### src/rtl/bcd_pkg.sv
// Package: shared types and constants for the button click discriminator.
`timescale 1ns / 1ps

package bcd_pkg;

   localparam int NOW_WIDTH       = 32;
   localparam int CFG_WIDTH       = 16;
   localparam int CSR_INDEX_WIDTH = 1;

   localparam logic [CFG_WIDTH-1:0] DEBOUNCE_RESET = 16'd40;
   localparam logic [CFG_WIDTH-1:0] WINDOW_RESET   = 16'd350;

   typedef enum logic [CSR_INDEX_WIDTH-1:0] {
      REG_DEBOUNCE = 1'b0,
      REG_WINDOW   = 1'b1
   } csr_index_type;

   typedef enum logic [1:0] {
      EV_NONE    = 2'd0,
      EV_DOUBLE  = 2'd1,
      EV_SINGLE  = 2'd2,
      EV_DROPPED = 2'd3
   } click_event_type;

   typedef struct packed {
      logic                 down;
      logic [NOW_WIDTH-1:0] now_ms;
      logic                 busy;
   } sample_type;

   typedef struct packed {
      logic [CFG_WIDTH-1:0] debounce_time;
      logic [CFG_WIDTH-1:0] double_click_window;
   } cfg_type;

endpackage

### src/rtl/bcd_if.sv
// Interfaces: request and response channels.
`timescale 1ns / 1ps

interface bcd_req_if;
   logic        valid;
   logic        ready;
   logic        pilot_button;
   logic        observer_button;
   logic [31:0] now_ms;
   logic        playback_busy;

   modport source (output valid, pilot_button, observer_button, now_ms, playback_busy,
                   input ready);
   modport sink   (input valid, pilot_button, observer_button, now_ms, playback_busy,
                   output ready);
endinterface

interface bcd_rsp_if;
   logic       valid;
   logic       ready;
   logic [1:0] click_event;

   modport source (output valid, click_event, input ready);
   modport sink   (input valid, click_event, output ready);
endinterface

### src/rtl/bcd_in_stage.sv
// Input register stage: holds one sampled item until the decision stage takes it.
`timescale 1ns / 1ps

module bcd_in_stage (
   input  logic               clock,
   input  logic               reset,
   input  logic               load,
   input  logic               advance,
   input  bcd_pkg::sample_type sample_d,
   output logic               stage_valid,
   output bcd_pkg::sample_type sample_q
);
   import bcd_pkg::*;

   logic       valid_ff, valid_in;
   sample_type sample_ff;

   assign valid_in = load | (valid_ff & ~advance);

   always_ff @(posedge clock) begin
      if (reset) begin
         valid_ff <= 1'b0;
      end else begin
         valid_ff <= valid_in;
      end
   end

   always_ff @(posedge clock) begin
      if (load) begin
         sample_ff <= sample_d;
      end
   end

   assign stage_valid = valid_ff;
   assign sample_q    = sample_ff;

endmodule

### src/rtl/bcd_click_fsm.sv
// Click state and event decision: debounce, double-click window, expiry.
`timescale 1ns / 1ps

module bcd_click_fsm #(
   parameter int TIME_WIDTH = 32
) (
   input  logic                    clock,
   input  logic                    reset,
   input  logic                    step,
   input  bcd_pkg::sample_type     sample,
   input  bcd_pkg::cfg_type        cfg,
   output bcd_pkg::click_event_type click_event
);
   import bcd_pkg::*;

   logic                  prev_level_ff, prev_level_in;
   logic [TIME_WIDTH-1:0] last_edge_ff, last_edge_in;
   logic [TIME_WIDTH-1:0] first_click_ff, first_click_in;
   logic                  pending_ff, pending_in;

   logic [TIME_WIDTH-1:0] now_t, since_edge, since_first;
   logic                  edge_ok, press_ok, release_ok, in_window;
   click_event_type       ev;

   // timestamp reduced (or widened) to the time width, differences wrap
   assign now_t       = TIME_WIDTH'(sample.now_ms);
   assign since_edge  = now_t - last_edge_ff;
   assign since_first = now_t - first_click_ff;
   assign edge_ok     = since_edge > TIME_WIDTH'(cfg.debounce_time);
   assign in_window   = since_first <= TIME_WIDTH'(cfg.double_click_window);
   assign press_ok    = sample.down & ~prev_level_ff & edge_ok;
   assign release_ok  = ~sample.down & prev_level_ff & edge_ok;

   always_comb begin
      prev_level_in  = sample.down;
      last_edge_in   = last_edge_ff;
      first_click_in = first_click_ff;
      pending_in     = pending_ff;
      ev             = EV_NONE;
      if (press_ok | release_ok) begin
         last_edge_in = now_t;
      end
      if (press_ok) begin
         if (pending_ff & in_window) begin
            pending_in = 1'b0;
            ev         = EV_DOUBLE;
         end else begin
            // new first click; a stale pending one is dropped silently
            pending_in     = 1'b1;
            first_click_in = now_t;
         end
      end else if (pending_ff & ~in_window) begin
         pending_in = 1'b0;
         ev         = sample.busy ? EV_DROPPED : EV_SINGLE;
      end
   end

   always_ff @(posedge clock) begin
      if (reset) begin
         prev_level_ff  <= 1'b0;
         last_edge_ff   <= '0;
         first_click_ff <= '0;
         pending_ff     <= 1'b0;
      end else if (step) begin
         prev_level_ff  <= prev_level_in;
         last_edge_ff   <= last_edge_in;
         first_click_ff <= first_click_in;
         pending_ff     <= pending_in;
      end
   end

   assign click_event = ev;

   a_event_clears_pending: assert property (@(posedge clock) disable iff (reset)
      (step && ev != EV_NONE) |=> !pending_ff)
      else $error("pending click survived a reported event");

   a_event_needs_pending: assert property (@(posedge clock) disable iff (reset)
      (step && ev != EV_NONE) |-> pending_ff)
      else $error("event reported with no pending click");

   a_press_sets_edge: assert property (@(posedge clock) disable iff (reset)
      (step && press_ok) |=> (last_edge_ff == $past(now_t)))
      else $error("accepted press did not refresh edge time");

endmodule

### src/rtl/button_click_discriminator_core.sv
// Top level: button click discriminator with input stage, decision and result register.
//
//  channel  | direction | payload                                         | handshake
//  ---------+-----------+-------------------------------------------------+------------
//  req_ch   | in        | pilot_button, observer_button, now_ms, busy     | valid/ready
//  rsp_ch   | out       | click_event (0 none,1 double,2 single,3 dropped)| valid/ready
//  csr_*    | in        | debounce_time, double_click_window (16b each)   | write enable
//
//  One item per cycle unless rsp_ch stalls; rsp valid comes from the result register.
//  The rate is set by the single state-update path (subtract and compare on
//  the time width) between the input register and the result register.
//  Reset (synchronous, active high) clears state and loads the default
//  debounce time (40) and window (350). A stalled response holds the
//  result register; the input register still takes an item while it is empty.
`timescale 1ns / 1ps

module button_click_discriminator_core #(
   parameter int TIME_WIDTH = 32
) (
   input  logic                                  clock,
   input  logic                                  reset,
   bcd_req_if.sink                               req_ch,
   bcd_rsp_if.source                             rsp_ch,
   input  logic                                  csr_write_enable,
   input  logic [bcd_pkg::CSR_INDEX_WIDTH-1:0]   csr_index,
   input  logic [bcd_pkg::CFG_WIDTH-1:0]         csr_wdata
);
   import bcd_pkg::*;

   // configuration registers
   cfg_type cfg_ff;

   always_ff @(posedge clock) begin
      if (reset) begin
         cfg_ff.debounce_time       <= DEBOUNCE_RESET;
         cfg_ff.double_click_window <= WINDOW_RESET;
      end else if (csr_write_enable) begin
         case (csr_index_type'(csr_index))
            REG_DEBOUNCE: cfg_ff.debounce_time       <= csr_wdata;
            REG_WINDOW:   cfg_ff.double_click_window <= csr_wdata;
            default: ;
         endcase
      end
   end

   // pipeline control: stage 1 moves into the result register when that
   // register is empty or being drained this cycle
   logic            s1_valid, s1_move, req_take;
   logic            out_valid_ff, out_valid_in;
   click_event_type out_event_ff, step_event;
   sample_type      sample_d, sample_q;

   assign s1_move  = s1_valid & (~out_valid_ff | rsp_ch.ready);
   assign req_take = req_ch.valid & req_ch.ready;
   assign req_ch.ready = ~s1_valid | s1_move;

   assign sample_d.down   = req_ch.pilot_button | req_ch.observer_button;
   assign sample_d.now_ms = req_ch.now_ms;
   assign sample_d.busy   = req_ch.playback_busy;

   bcd_in_stage u_in_stage (
      .clock       (clock),
      .reset       (reset),
      .load        (req_take),
      .advance     (s1_move),
      .sample_d    (sample_d),
      .stage_valid (s1_valid),
      .sample_q    (sample_q)
   );

   bcd_click_fsm #(
      .TIME_WIDTH (TIME_WIDTH)
   ) u_click_fsm (
      .clock       (clock),
      .reset       (reset),
      .step        (s1_move),
      .sample      (sample_q),
      .cfg         (cfg_ff),
      .click_event (step_event)
   );

   // result register
   assign out_valid_in = s1_move | (out_valid_ff & ~rsp_ch.ready);

   always_ff @(posedge clock) begin
      if (reset) begin
         out_valid_ff <= 1'b0;
      end else begin
         out_valid_ff <= out_valid_in;
      end
   end

   always_ff @(posedge clock) begin
      if (s1_move) begin
         out_event_ff <= step_event;
      end
   end

   assign rsp_ch.valid       = out_valid_ff;
   assign rsp_ch.click_event = out_event_ff;

   a_take_fills_stage: assert property (@(posedge clock) disable iff (reset)
      req_take |=> s1_valid)
      else $error("accepted item not held in input stage");

   a_move_fills_out: assert property (@(posedge clock) disable iff (reset)
      s1_move |=> out_valid_ff)
      else $error("stepped item missing from result register");

   a_blocked_stage_holds: assert property (@(posedge clock) disable iff (reset)
      (s1_valid && !s1_move) |=> (s1_valid && $stable(sample_q)))
      else $error("input stage lost a blocked item");

endmodule

### src/flat_wrapper.sv
// flat-port wrapper written by rule: the top's interface ports become plain ports
module button_click_discriminator_core_flat import bcd_pkg::*;
#(
   parameter int TIME_WIDTH = 32
)
  (clock, reset, csr_write_enable, csr_index, csr_wdata, req_ch_valid, req_ch_pilot_button, req_ch_observer_button, req_ch_now_ms, req_ch_playback_busy, req_ch_ready, rsp_ch_valid, rsp_ch_click_event, rsp_ch_ready);
  bcd_req_if req_ch_i ();
  bcd_rsp_if rsp_ch_i ();
  input  logic clock;
  input  logic reset;
  input  logic csr_write_enable;
  input  logic [bcd_pkg::CSR_INDEX_WIDTH-1:0] csr_index;
  input  logic [bcd_pkg::CFG_WIDTH-1:0] csr_wdata;
  input wire logic [$bits(req_ch_i.valid)-1:0] req_ch_valid;
  input wire logic [$bits(req_ch_i.pilot_button)-1:0] req_ch_pilot_button;
  input wire logic [$bits(req_ch_i.observer_button)-1:0] req_ch_observer_button;
  input wire logic [$bits(req_ch_i.now_ms)-1:0] req_ch_now_ms;
  input wire logic [$bits(req_ch_i.playback_busy)-1:0] req_ch_playback_busy;
  output wire logic [$bits(req_ch_i.ready)-1:0] req_ch_ready;
  output wire logic [$bits(rsp_ch_i.valid)-1:0] rsp_ch_valid;
  output wire logic [$bits(rsp_ch_i.click_event)-1:0] rsp_ch_click_event;
  input wire logic [$bits(rsp_ch_i.ready)-1:0] rsp_ch_ready;
  assign req_ch_i.valid = req_ch_valid;
  assign req_ch_i.pilot_button = req_ch_pilot_button;
  assign req_ch_i.observer_button = req_ch_observer_button;
  assign req_ch_i.now_ms = req_ch_now_ms;
  assign req_ch_i.playback_busy = req_ch_playback_busy;
  assign req_ch_ready = req_ch_i.ready;
  assign rsp_ch_valid = rsp_ch_i.valid;
  assign rsp_ch_click_event = rsp_ch_i.click_event;
  assign rsp_ch_i.ready = rsp_ch_ready;
  button_click_discriminator_core #(.TIME_WIDTH(TIME_WIDTH)) u_core (.clock(clock), .reset(reset), .req_ch(req_ch_i), .rsp_ch(rsp_ch_i), .csr_write_enable(csr_write_enable), .csr_index(csr_index), .csr_wdata(csr_wdata));
endmodule
### config.mk
export PLATFORM = sky130hd
export DESIGN_NAME = button_click_discriminator_core_flat
export DESIGN_NICKNAME = d
export VERILOG_FILES = /design/src/rtl/bcd_pkg.sv /design/src/rtl/bcd_if.sv /design/src/rtl/bcd_in_stage.sv /design/src/rtl/bcd_click_fsm.sv /design/src/rtl/button_click_discriminator_core.sv /design/src/flat_wrapper.sv
export SDC_FILE = /design/constraint.sdc
export NUM_CORES = 1
export LEC_CHECK = 0
export ABC_AREA = 0
export BUFFER_PORTS_ARGS = -buffer_cell sky130_fd_sc_hd__buf_2
export CAP_MARGIN = 25
export CORE_MARGIN = 10
export CORE_UTILIZATION = 40
export DETAILED_ROUTE_END_ITERATION = 8
export MAX_ROUTING_LAYER = met4
export PLACE_DENSITY = 0.67
export SLEW_MARGIN = 5
export SYNTH_ARGS = -nofsm -noshare
export SYNTH_HDL_FRONTEND = slang
export SYNTH_HIERARCHICAL = 1
export SYNTH_SLANG_ARGS = --single-unit
### constraint.sdc
create_clock -name clock -period 12.5 [get_ports clock]
set_input_delay 0 -clock clock [delete_from_list [all_inputs] [get_ports clock]]
set_output_delay 0 -clock clock [all_outputs]
set_load 0.05 [all_outputs]
==> flow_summary.rst, run 1 <==
.. list-table::
   :header-rows: 1

   * - Metric
     - Value
   * - Clock transition at the registers of the reported paths
     - 60 ps
   * - Hold violation count in the final report
     - 0
   * - Worst Path Required
     - 12770 ps
   * - Placement row count
     - 59
   * - Most frequent standard cell in the layout excluding fill and tap cells
     - a21oi_1
   * - Layout cell share with drive strength beyond 1
     - 9.06%
   * - Clock group share of total power
     - 35.2%
   * - RSZ-0062 raised after global routing
     - no
   * - Total number of yosys warnings
     - 6
   * - Cells traversed along the worst timing path
     - inv_1 -> ha_1 -> fa_1 -> nor2b_1 -> o2111ai_1 -> a21oi_1 -> o22ai_1 -> xnor2_1 -> ha_1 -> nand4_1 -> nor3_1 -> a2111oi_0 -> a22oi_1 -> or4_1 -> a2111oi_2 -> and4_1 -> buf_4 -> nor3_4 -> buf_4 -> mux2i_1
   * - Congestion Overflow GR
     - 0
   * - Worst clock skew
     - 8.60 ps
   * - Post-synth cell types
     - 78
   * - First-pass detailed-route iteration total
     - 7
   * - Routed len/inst
     - 17.7 um
   * - Number of pins exceeding their max-slew limit in the final report
     - 0
   * - DRT iter0 DRCs
     - 683
   * - Element type at the critical path start
     - register
   * - Gate count of the mapped netlist
     - 1298
   * - Top library cells by usage in the layout, fill and taps aside
     - 119 x a21oi_1, 113 x inv_1, 102 x nand2b_1
   * - Switching share of power
     - 33.2%
   * - Buffer depth of the longest clock path
     - 2
   * - Worst Path Max Fanout
     - 35
   * - Number of global-route vias before repair
     - 9356
   * - Final total negative setup slack
     - 0 ps
   * - Number of flops mapped to enable cells by yosys
     - 36
   * - Time the worst path needs with I/O delays and setup
     - 5610 ps
   * - Power density over the cells
     - 115 nW/um2
   * - Fraction of the cycle the final worst path needs
     - 44.9%
   * - DRT Wirelength
     - 30400 um
   * - Total Die Area
     - 33500 um2
   * - Worst skew pair latency
     - 420 ps
   * - Vias
     - 9653
   * - Global-route wire length before repair
     - 49100 um
   * - Max Cap Violations
     - 0
   * - Core occupancy in the finished layout
     - 47.0%
   * - Slew at the pin with the worst max-slew slack
     - 679 ps
   * - Worst setup timing slack at the placement stage
     - 6940 ps
   * - Critical Path Max Stage Delay
     - 550 ps
   * - Count of antenna-violating nets left after detailed routing
     - 0
   * - Flip-flop and latch count after synthesis
     - 136
   * - Maximum operating frequency
     - 0.178 GHz
   * - Initial antenna violation count
     - 0
   * - TritonCTS Buffers
     - 17
   * - Layout overhead on the synthesized area
     - 15.3%
   * - Global placement routability congestion
     - 0.921
   * - Sequential power share
     - 35.4%
   * - Clock Sinks
     - 136
   * - Post-synthesis sequential area ratio
     - 29.0%
   * - Leakage
     - 4.74 nW
   * - Number of setup violations in the final report
     - 0
   * - Switching power
     - 468 uW
   * - Number of H-tree levels
     - 4
   * - Crit-path slowest cell
     - or4_1
   * - Effective utilization at floorplan
     - 40.8%
   * - Detailed-placement wirelength estimate
     - 22500 um
   * - Result of the run
     - complete, no violations
   * - Setup fix buffers added after clock tree synthesis
     - 0
   * - Max-Slew Margin vs Limit
     - 54.2%
   * - Sum of internal, switching and leakage power
     - 1.41 mW
   * - Worst IR Drop VDD
     - 0.133 mV
   * - Die span in y
     - 183 um
   * - Async S/R FF share, synth
     - 0%
   * - Average cell area after synthesis
     - 8.18 um2
   * - Part of the power in combinational logic
     - 29.4%
   * - Net total in the final layout
     - 1519
   * - Input/output buffers
     - 60
   * - Endpoint arrival time on the critical path
     - 5880 ps
   * - Setup WS post-layout
     - 6890 ps
   * - Crit Path Category
     - register to register
   * - CTS tree
     - built
   * - Maximum number of pins on one net before global-route repair
     - 104
   * - Total global-route track usage
     - 18.1%
   * - Top-Level Pins
     - 61
   * - Core outline area
     - 26100 um2
   * - Die boundary width
     - 183 um
   * - Dominant synthesized flop cell
     - dfxtp_1
   * - Remaining design rule violation count
     - 0
   * - Int Power
     - 942 uW
   * - Synth Net Count
     - 1451
   * - Root Driver
     - clkbuf_16
   * - Class of the tightest hold or removal check
     - primary input to register
   * - Capturing element type of the critical path
     - register
   * - Post-synth design cell area
     - 10600 um2
   * - ANT cells
     - 0
   * - Routed via count divided by cell count
     - 5.63
==> power by group through the flow <==
stage	Sequential (mW)	Clock, mW	Combinational [mW]
CTS	0.499	0.505	0.407
finish	0.499	0.497	0.414
global placement	0.507	0	0.385
detailed placement	0.508	0	0.391
global route	0.501	0.525	0.462
floorplan	0.502	0	0.297
==> sequential cells by signal, indices dropped and copies added (netlist names) <==
register,flops
u_core/u_in_stage/stage_valid,1
u_core/u_click_fsm/last_edge_ff,32
u_core/cfg_ff,32
u_core/rsp_ch.click_event,2
u_core/u_in_stage/sample_q,34
u_core/u_click_fsm/pending_ff,1
u_core/u_click_fsm/first_click_ff,32
u_core/u_click_fsm/prev_level_ff,1
u_core/rsp_ch.valid,1
==> logic make-up (layout without fill, tap and decap cells) <==
family,after synthesis,in the layout,synth area share [%]
AO/OA/AOI/OAI,356,356,21.3
AND/OR/NAND/NOR,427,427,22.1
multiplexers,58,58,5.49
flip-flops,136,136,29.0
buffers and inverters,185,266,7.30
adder cells (fa/ha/maj),96,96,11.5
XOR/XNOR,40,40,3.30
==> final timing paths <==
path	startpoint	endpoint	slack [ps]	cells past startpoint
setup / recovery	u_core/u_in_stage/sample_q[1]$_DFFE_PP_	u_core/u_click_fsm/first_click_ff[4]$_SDFFE_PP0P_	6890	20
hold / removal	csr_wdata[14]	u_core/cfg_ff[30]$_SDFFE_PP0P_	30	3
hold reg to reg	u_core/cfg_ff[2]$_SDFFE_PP1P_	u_core/cfg_ff[2]$_SDFFE_PP1P_	470	1
setup reg to reg	u_core/u_in_stage/sample_q[1]$_DFFE_PP_	u_core/u_click_fsm/first_click_ff[4]$_SDFFE_PP0P_	6890	20
==> final cells by class <==
type                       instances  area (um2)
tap                              335         419
clock buffer                      19         454
multi-input combinational        977        6780
inverter                         113         424
clock inverter                    13         130
timing repair buffer             121         953
sequential                       136        3080
fill                            2473       13800
==> routing by layer <==
metal  wire length [um]  share of wire, %  track usage (%)
met1              14600                48             23.8
met5                  0                 0                -
met4                647               2.1             4.97
met2              13700                45             28.3
met3               1470               4.8             3.03
==> what timing repair did <==
action / CTS / global route
hold buffers: 53 / 0
resized for setup: 0 / 0
hold endpoints to repair: 63 / 0
==> per-stage QoR <==
step / instances / cell area, um2 / hold slack (ps)
after global placement: 1626 / 11000 / 177
after global routing: 1714 / 12200 / 23.5
after CTS: 1713 / 12200 / 3.18
final: 1714 / 12200 / 33.2
after floorplan: 1298 / 10600 / 62.4
after detailed placement: 1628 / 11100 / 178
==> Yosys cell counts, types with 10 or more instances <==
cell type  number  area [um2]
inv_1         113         424
a21o_1         30         225
nand4_1        34         213
xnor2_1        23         201
nand2b_1      102         638
ha_1           94        1180
o21ai_0        78         390
a21oi_1       119         596
o211ai_1       10        75.1
nand3_1        51         255
nor2b_1        13        81.3
o21a_1         14         105
xor2_1         17         149
nand2_1        74         278
and3_1         12        75.1
edfxtp_1       36        1080
nor2_1         59         221
a211o_1        10        87.6
mux2i_1        56         561
nor3_1         12        60.1
dfxtp_1       100        2000
and2_1         10        62.6
clkbuf_1       39         146
nor4_1         10        62.6
buf_2          17        85.1
==> critical path: cells and delay by family (launching register included) <==
family                     cells  cell delay [ps]
AOI/OAI and AO/OA              6             1600
and+or+nand+nor                6             1280
adders and majority gates      3              950
buffers and inverters          3              760
DFF                            1              380
xor gates and xnor gates       1              260
muxes                          1              190
No activity file was read; power rests on OpenSTA's default activity.
==> run 2: changes to the inputs <==
--- a/config.mk
+++ b/config.mk
@@ -5,7 +5,7 @@
 export SDC_FILE = /design/constraint.sdc
 export NUM_CORES = 1
 export LEC_CHECK = 0
-export ABC_AREA = 0
+export ABC_AREA = 1
 export BUFFER_PORTS_ARGS = -buffer_cell sky130_fd_sc_hd__buf_2
 export CAP_MARGIN = 25
 export CORE_MARGIN = 10
==> constraint.sdc (replaced) <==
create_clock -name clock -period 5.5 [get_ports clock]
set_input_delay 0 -clock clock [delete_from_list [all_inputs] [get_ports clock]]
set_output_delay 0 -clock clock [all_outputs]
set_load 0.05 [all_outputs]
==> flow_summary.rst, run 2 <==
.. list-table::
   :header-rows: 1

   * - Metric
     - Value
   * - Switching power
     - 1.24 mW (+160%)
   * - Post-synth design cell area
     - 11200 um2 (+5.4%)
   * - Element type at the critical path start
     - register
   * - Global-route wire length before repair
     - 53400 um (+8.6%)
   * - Clock group share of total power
     - 33.4% (-1.8 points)
   * - Capturing element type of the critical path
     - register
   * - Worst skew pair latency
     - 430 ps (about the same)
   * - Cell with the most instances after synthesis
     - nand2_1
   * - Time the worst path needs with I/O delays and setup
     - 4420 ps (-1190 ps)
   * - Post-cts gate resize count
     - 0 (unchanged)
   * - Routed len/inst
     - 14.5 um (-18%)
   * - Congestion Overflow GR
     - 0 (unchanged)
   * - Part of the power in combinational logic
     - 33.5% (+4.1 points)
   * - Switching share of power
     - 35.6% (+2.4 points)
   * - Endpoint arrival time on the critical path
     - 4770 ps (-1110 ps)
   * - FF-to-FF path depth
     - 24 (+20%)
   * - Core outline area
     - 27700 um2 (+6.3%)
   * - Root Driver
     - clkbuf_16
   * - Slew at the pin with the worst max-slew slack
     - 888 ps (+209 ps)
   * - Post-synthesis sequential area ratio
     - 27.5% (-1.5 points)
   * - Area contributors post-synth
     - nand2_1 19%, dfxtp_1 18%, inv_1 13%
   * - TritonCTS Buffers
     - 17 (unchanged)
   * - Sequential power share
     - 33.1% (-2.3 points)
   * - Number of global-route vias before repair
     - 10623 (+14%)
   * - Net total in the final layout
     - 2067 (+36%)
   * - Die span in y
     - 187 um (+2.4%)
   * - Async S/R FF share, synth
     - 0% (unchanged)
   * - Worst Path Required
     - 5850 ps (-6920 ps)
   * - Crit Path Category
     - register to register
   * - Launching point of the worst reg2reg path
     - u_core/u_in_stage/sample_q[2]$_DFFE_PP_
   * - Max-Slew Margin vs Limit
     - 40.7% (-13 points)
   * - Most used standard cells in the synthesized netlist
     - 570 x nand2_1, 392 x inv_1, 176 x nor2_1
   * - Count of fill cells added during filler insertion
     - 2826 (+14%)
   * - Layout overhead on the synthesized area
     - 15.4%
   * - Remaining design rule violation count
     - 0 (unchanged)
   * - Fraction of the cycle the final worst path needs
     - 80.3% (+35 points)
   * - Layout cell share with drive strength beyond 1
     - 8.46% (-0.60 points)
   * - Clock Sinks
     - 136 (unchanged)
   * - Number of H-tree levels
     - 4 (unchanged)
   * - Synth Net Count
     - 1965 (+35%)
   * - Post-synth cell types
     - 39 (-50%)
   * - Launch point of the critical path
     - u_core/u_in_stage/sample_q[2]$_DFFE_PP_
   * - Total number of yosys warnings
     - 6 (unchanged)
   * - First-pass detailed-route iteration total
     - 5 (-2)
   * - Power density over the cells
     - 269 nW/um2 (+130%)
   * - Number of flops mapped to enable cells by yosys
     - 36 (unchanged)
   * - Reg2Reg Setup Slack
     - 1080 ps (-5810 ps)
   * - Die boundary width
     - 187 um (+2.4%)
   * - Most frequent standard cell in the layout excluding fill and tap cells
     - nand2_1
   * - RSZ-0062 raised after global routing
     - no
   * - Number of setup violations in the final report
     - 0 (unchanged)
   * - Hold violation count in the final report
     - 0 (unchanged)
   * - Average cell area after synthesis
     - 6.18 um2 (-24%)
   * - Global placement routability congestion
     - 0.995 (+8.0%)
   * - Max Cap Violations
     - 0 (unchanged)
   * - Area share of the largest cell type after synthesis
     - 19.1% (+0.26 points)
   * - Top-Level Pins
     - 61 (unchanged)
   * - Cell taking the most area after synthesis
     - nand2_1
   * - Effective utilization at floorplan
     - 40.4% (-0.34 points)
   * - Worst clock skew
     - 9.07 ps (+0.462 ps)
   * - Vias
     - 11149 (+15%)
   * - Worst Path Max Fanout
     - 35 (unchanged)
   * - CTS tree
     - built
   * - Flip-flop count of the largest register after layout
     - 34 (unchanged)
   * - Detailed-placement wirelength estimate
     - 26000 um (+16%)
   * - Sum of internal, switching and leakage power
     - 3.48 mW (+150%)
   * - Final total negative setup slack
     - 0 ps (unchanged)
   * - Leakage
     - 6.98 nW (+47%)
   * - Input/output buffers
     - 60 (unchanged)
   * - DRT iter0 DRCs
     - 875 (+28%)
   * - Count of antenna-violating nets left after detailed routing
     - 0 (unchanged)
   * - Result of the run
     - complete, no violations
   * - Total Die Area
     - 35100 um2 (+4.8%)
   * - Worst IR Drop VDD
     - 0.216 mV (+62%)
   * - Class of the tightest hold or removal check
     - primary input to register
   * - Placement row count
     - 61 (+3.4%)
   * - Flip-flop and latch count after synthesis
     - 136 (unchanged)
   * - Maximum operating frequency
     - 0.226 GHz (+27%)
   * - Top library cells by usage in the layout, fill and taps aside
     - 570 x nand2_1, 392 x inv_1, 176 x nor2_1
   * - Initial antenna violation count
     - 2 (+2)
   * - Buffer depth of the longest clock path
     - 2 (unchanged)
   * - Int Power
     - 2.24 mW (+140%)
   * - DRT Wirelength
     - 33400 um (+9.7%)
   * - Clock transition at the registers of the reported paths
     - 60 ps (about the same)
   * - Worst R2R End
     - u_core/u_click_fsm/first_click_ff[23]$_SDFFE_PP0P_
   * - Min-Delay Startpoint
     - csr_write_enable
   * - Total global-route track usage
     - 19.2% (+1.1 points)
   * - Number of pins exceeding their max-slew limit in the final report
     - 0 (unchanged)
   * - Routed via count divided by cell count
     - 4.83 (-14%)
   * - Endpoint of the worst setup timing path
     - u_core/u_click_fsm/first_click_ff[23]$_SDFFE_PP0P_
   * - Maximum number of pins on one net before global-route repair
     - 62 (-40%)
   * - Dominant synthesized flop cell
     - dfxtp_1
   * - Gate count of the mapped netlist
     - 1812 (+40%)
[run 2: changes by cell type after synthesis, moves of 29 or more]
cell      change
nand2_1     +496
nor2_2       +36
o21ai_0      -30
nand2b_1    -102
a21oi_1      -32
inv_1       +279
a21o_1       -29
nand3_1      +41
clkbuf_1     -31
nor2_1      +117
mux2i_1      -56
[run 2: area by class of cell]
cell class	instances	area, um2	area share, %
Multi-Input combinational cell	1241	6370	49.3
Antenna cell	2	5.00	0.0387
Sequential cell	136	3080	23.9
Clock inverter	7	47.5	0.368
Timing Repair Buffer	119	878	6.80
Clock buffer	24	567	4.39
Tap cell	378	473	3.66
Inverter	399	1500	11.6
[run 2: logic make-up (layout without fill, tap and decap cells)]
| group | Yosys count | in the layout | synth area share [%] |
|---|---|---|---|
| AND/OR/NAND/NOR | 968 | 968 | 36.8 |
| flip-flops | 136 | 136 | 27.5 |
| AO/OA/AOI/OAI | 147 | 147 | 6.85 |
| buffers and inverters | 435 | 549 | 15.6 |
| other | 0 | 2 | 0 |
| adder cells (fa/ha/maj) | 96 | 96 | 10.9 |
| XOR/XNOR | 30 | 30 | 2.35 |
[run 2: layer usage]
| layer | GRT usage [%] | wire, um | vias up | share of wire (%) |
|---|---|---|---|---|
| li1 | - | - | 5738 | - |
| met1 | 22.9 | 14900 | 5050 | 45 |
| met2 | 32.1 | 16000 | 284 | 48 |
| met3 | 2.14 | 1240 | 77 | 3.7 |
| met4 | 8.31 | 1200 | 0 | 3.6 |
| met5 | - | 0 | - | 0 |
[run 2: worst max-delay path, cell delays in order (launching register included)]
cell	delay (ps)
edfxtp_1	480
inv_1	190
fa_1	480
inv_1	110
nand3_1	70
nand3_1	180
nand3_1	100
nand3_1	200
xor2_1	100
ha_1	280
nand2_1	60
nor3_1	240
nand2_1	90
nand2_1	60
nand2_1	60
nand3_1	100
nor2_1	60
nand2_1	60
nor2_2	60
nand3_4	340
nand2_2	110
nor2_4	300
buf_4	430
nor2_2	50
nor2_1	120
[run 2: per-stage QoR]
step	utilization, %	setup WS [ps]	area (um2)	std cells	hold WS (ps)
floorplan	-	2310	11200	1812	62.4
finish	46.6	1080	12900	2306	46.3
CTS	46.6	1070	12900	2304	29.1
global placement	42.5	1140	11800	2219	177
detailed placement	42.5	1100	11800	2219	178
global route	46.6	716	12900	2306	66.9
[run 2: what timing repair did]
item	4_1_cts	5_1_grt
hold buffers	54	0
setup buffers	0	0
endpoints found under the hold margin	69	0
[run 2: power by group through the flow]
stage	clock (mW)	combinational, mW	sequential, mW
3_3_place_gp	0	1.10	1.17
5_1_grt	1.22	1.33	1.16
3_5_place_dp	0	1.11	1.17
4_1_cts	1.17	1.15	1.15
6_report	1.16	1.17	1.15
2_1_floorplan	0	0.843	1.16
[run 2: worst min path at each step]
stage | end | slack, ps | depth (start not counted)
after floorplan | u_core/u_in_stage/stage_valid$_SDFF_PP0_ | 60 | 1
after global placement | u_core/u_in_stage/sample_q[2]$_DFFE_PP_ | 180 | 1
after detailed placement | u_core/u_in_stage/sample_q[16]$_DFFE_PP_ | 180 | 1
after CTS | u_core/cfg_ff[19]$_SDFFE_PP1P_ | 30 | 3
after global routing | u_core/cfg_ff[19]$_SDFFE_PP1P_ | 70 | 3
final | u_core/cfg_ff[19]$_SDFFE_PP1P_ | 50 | 3
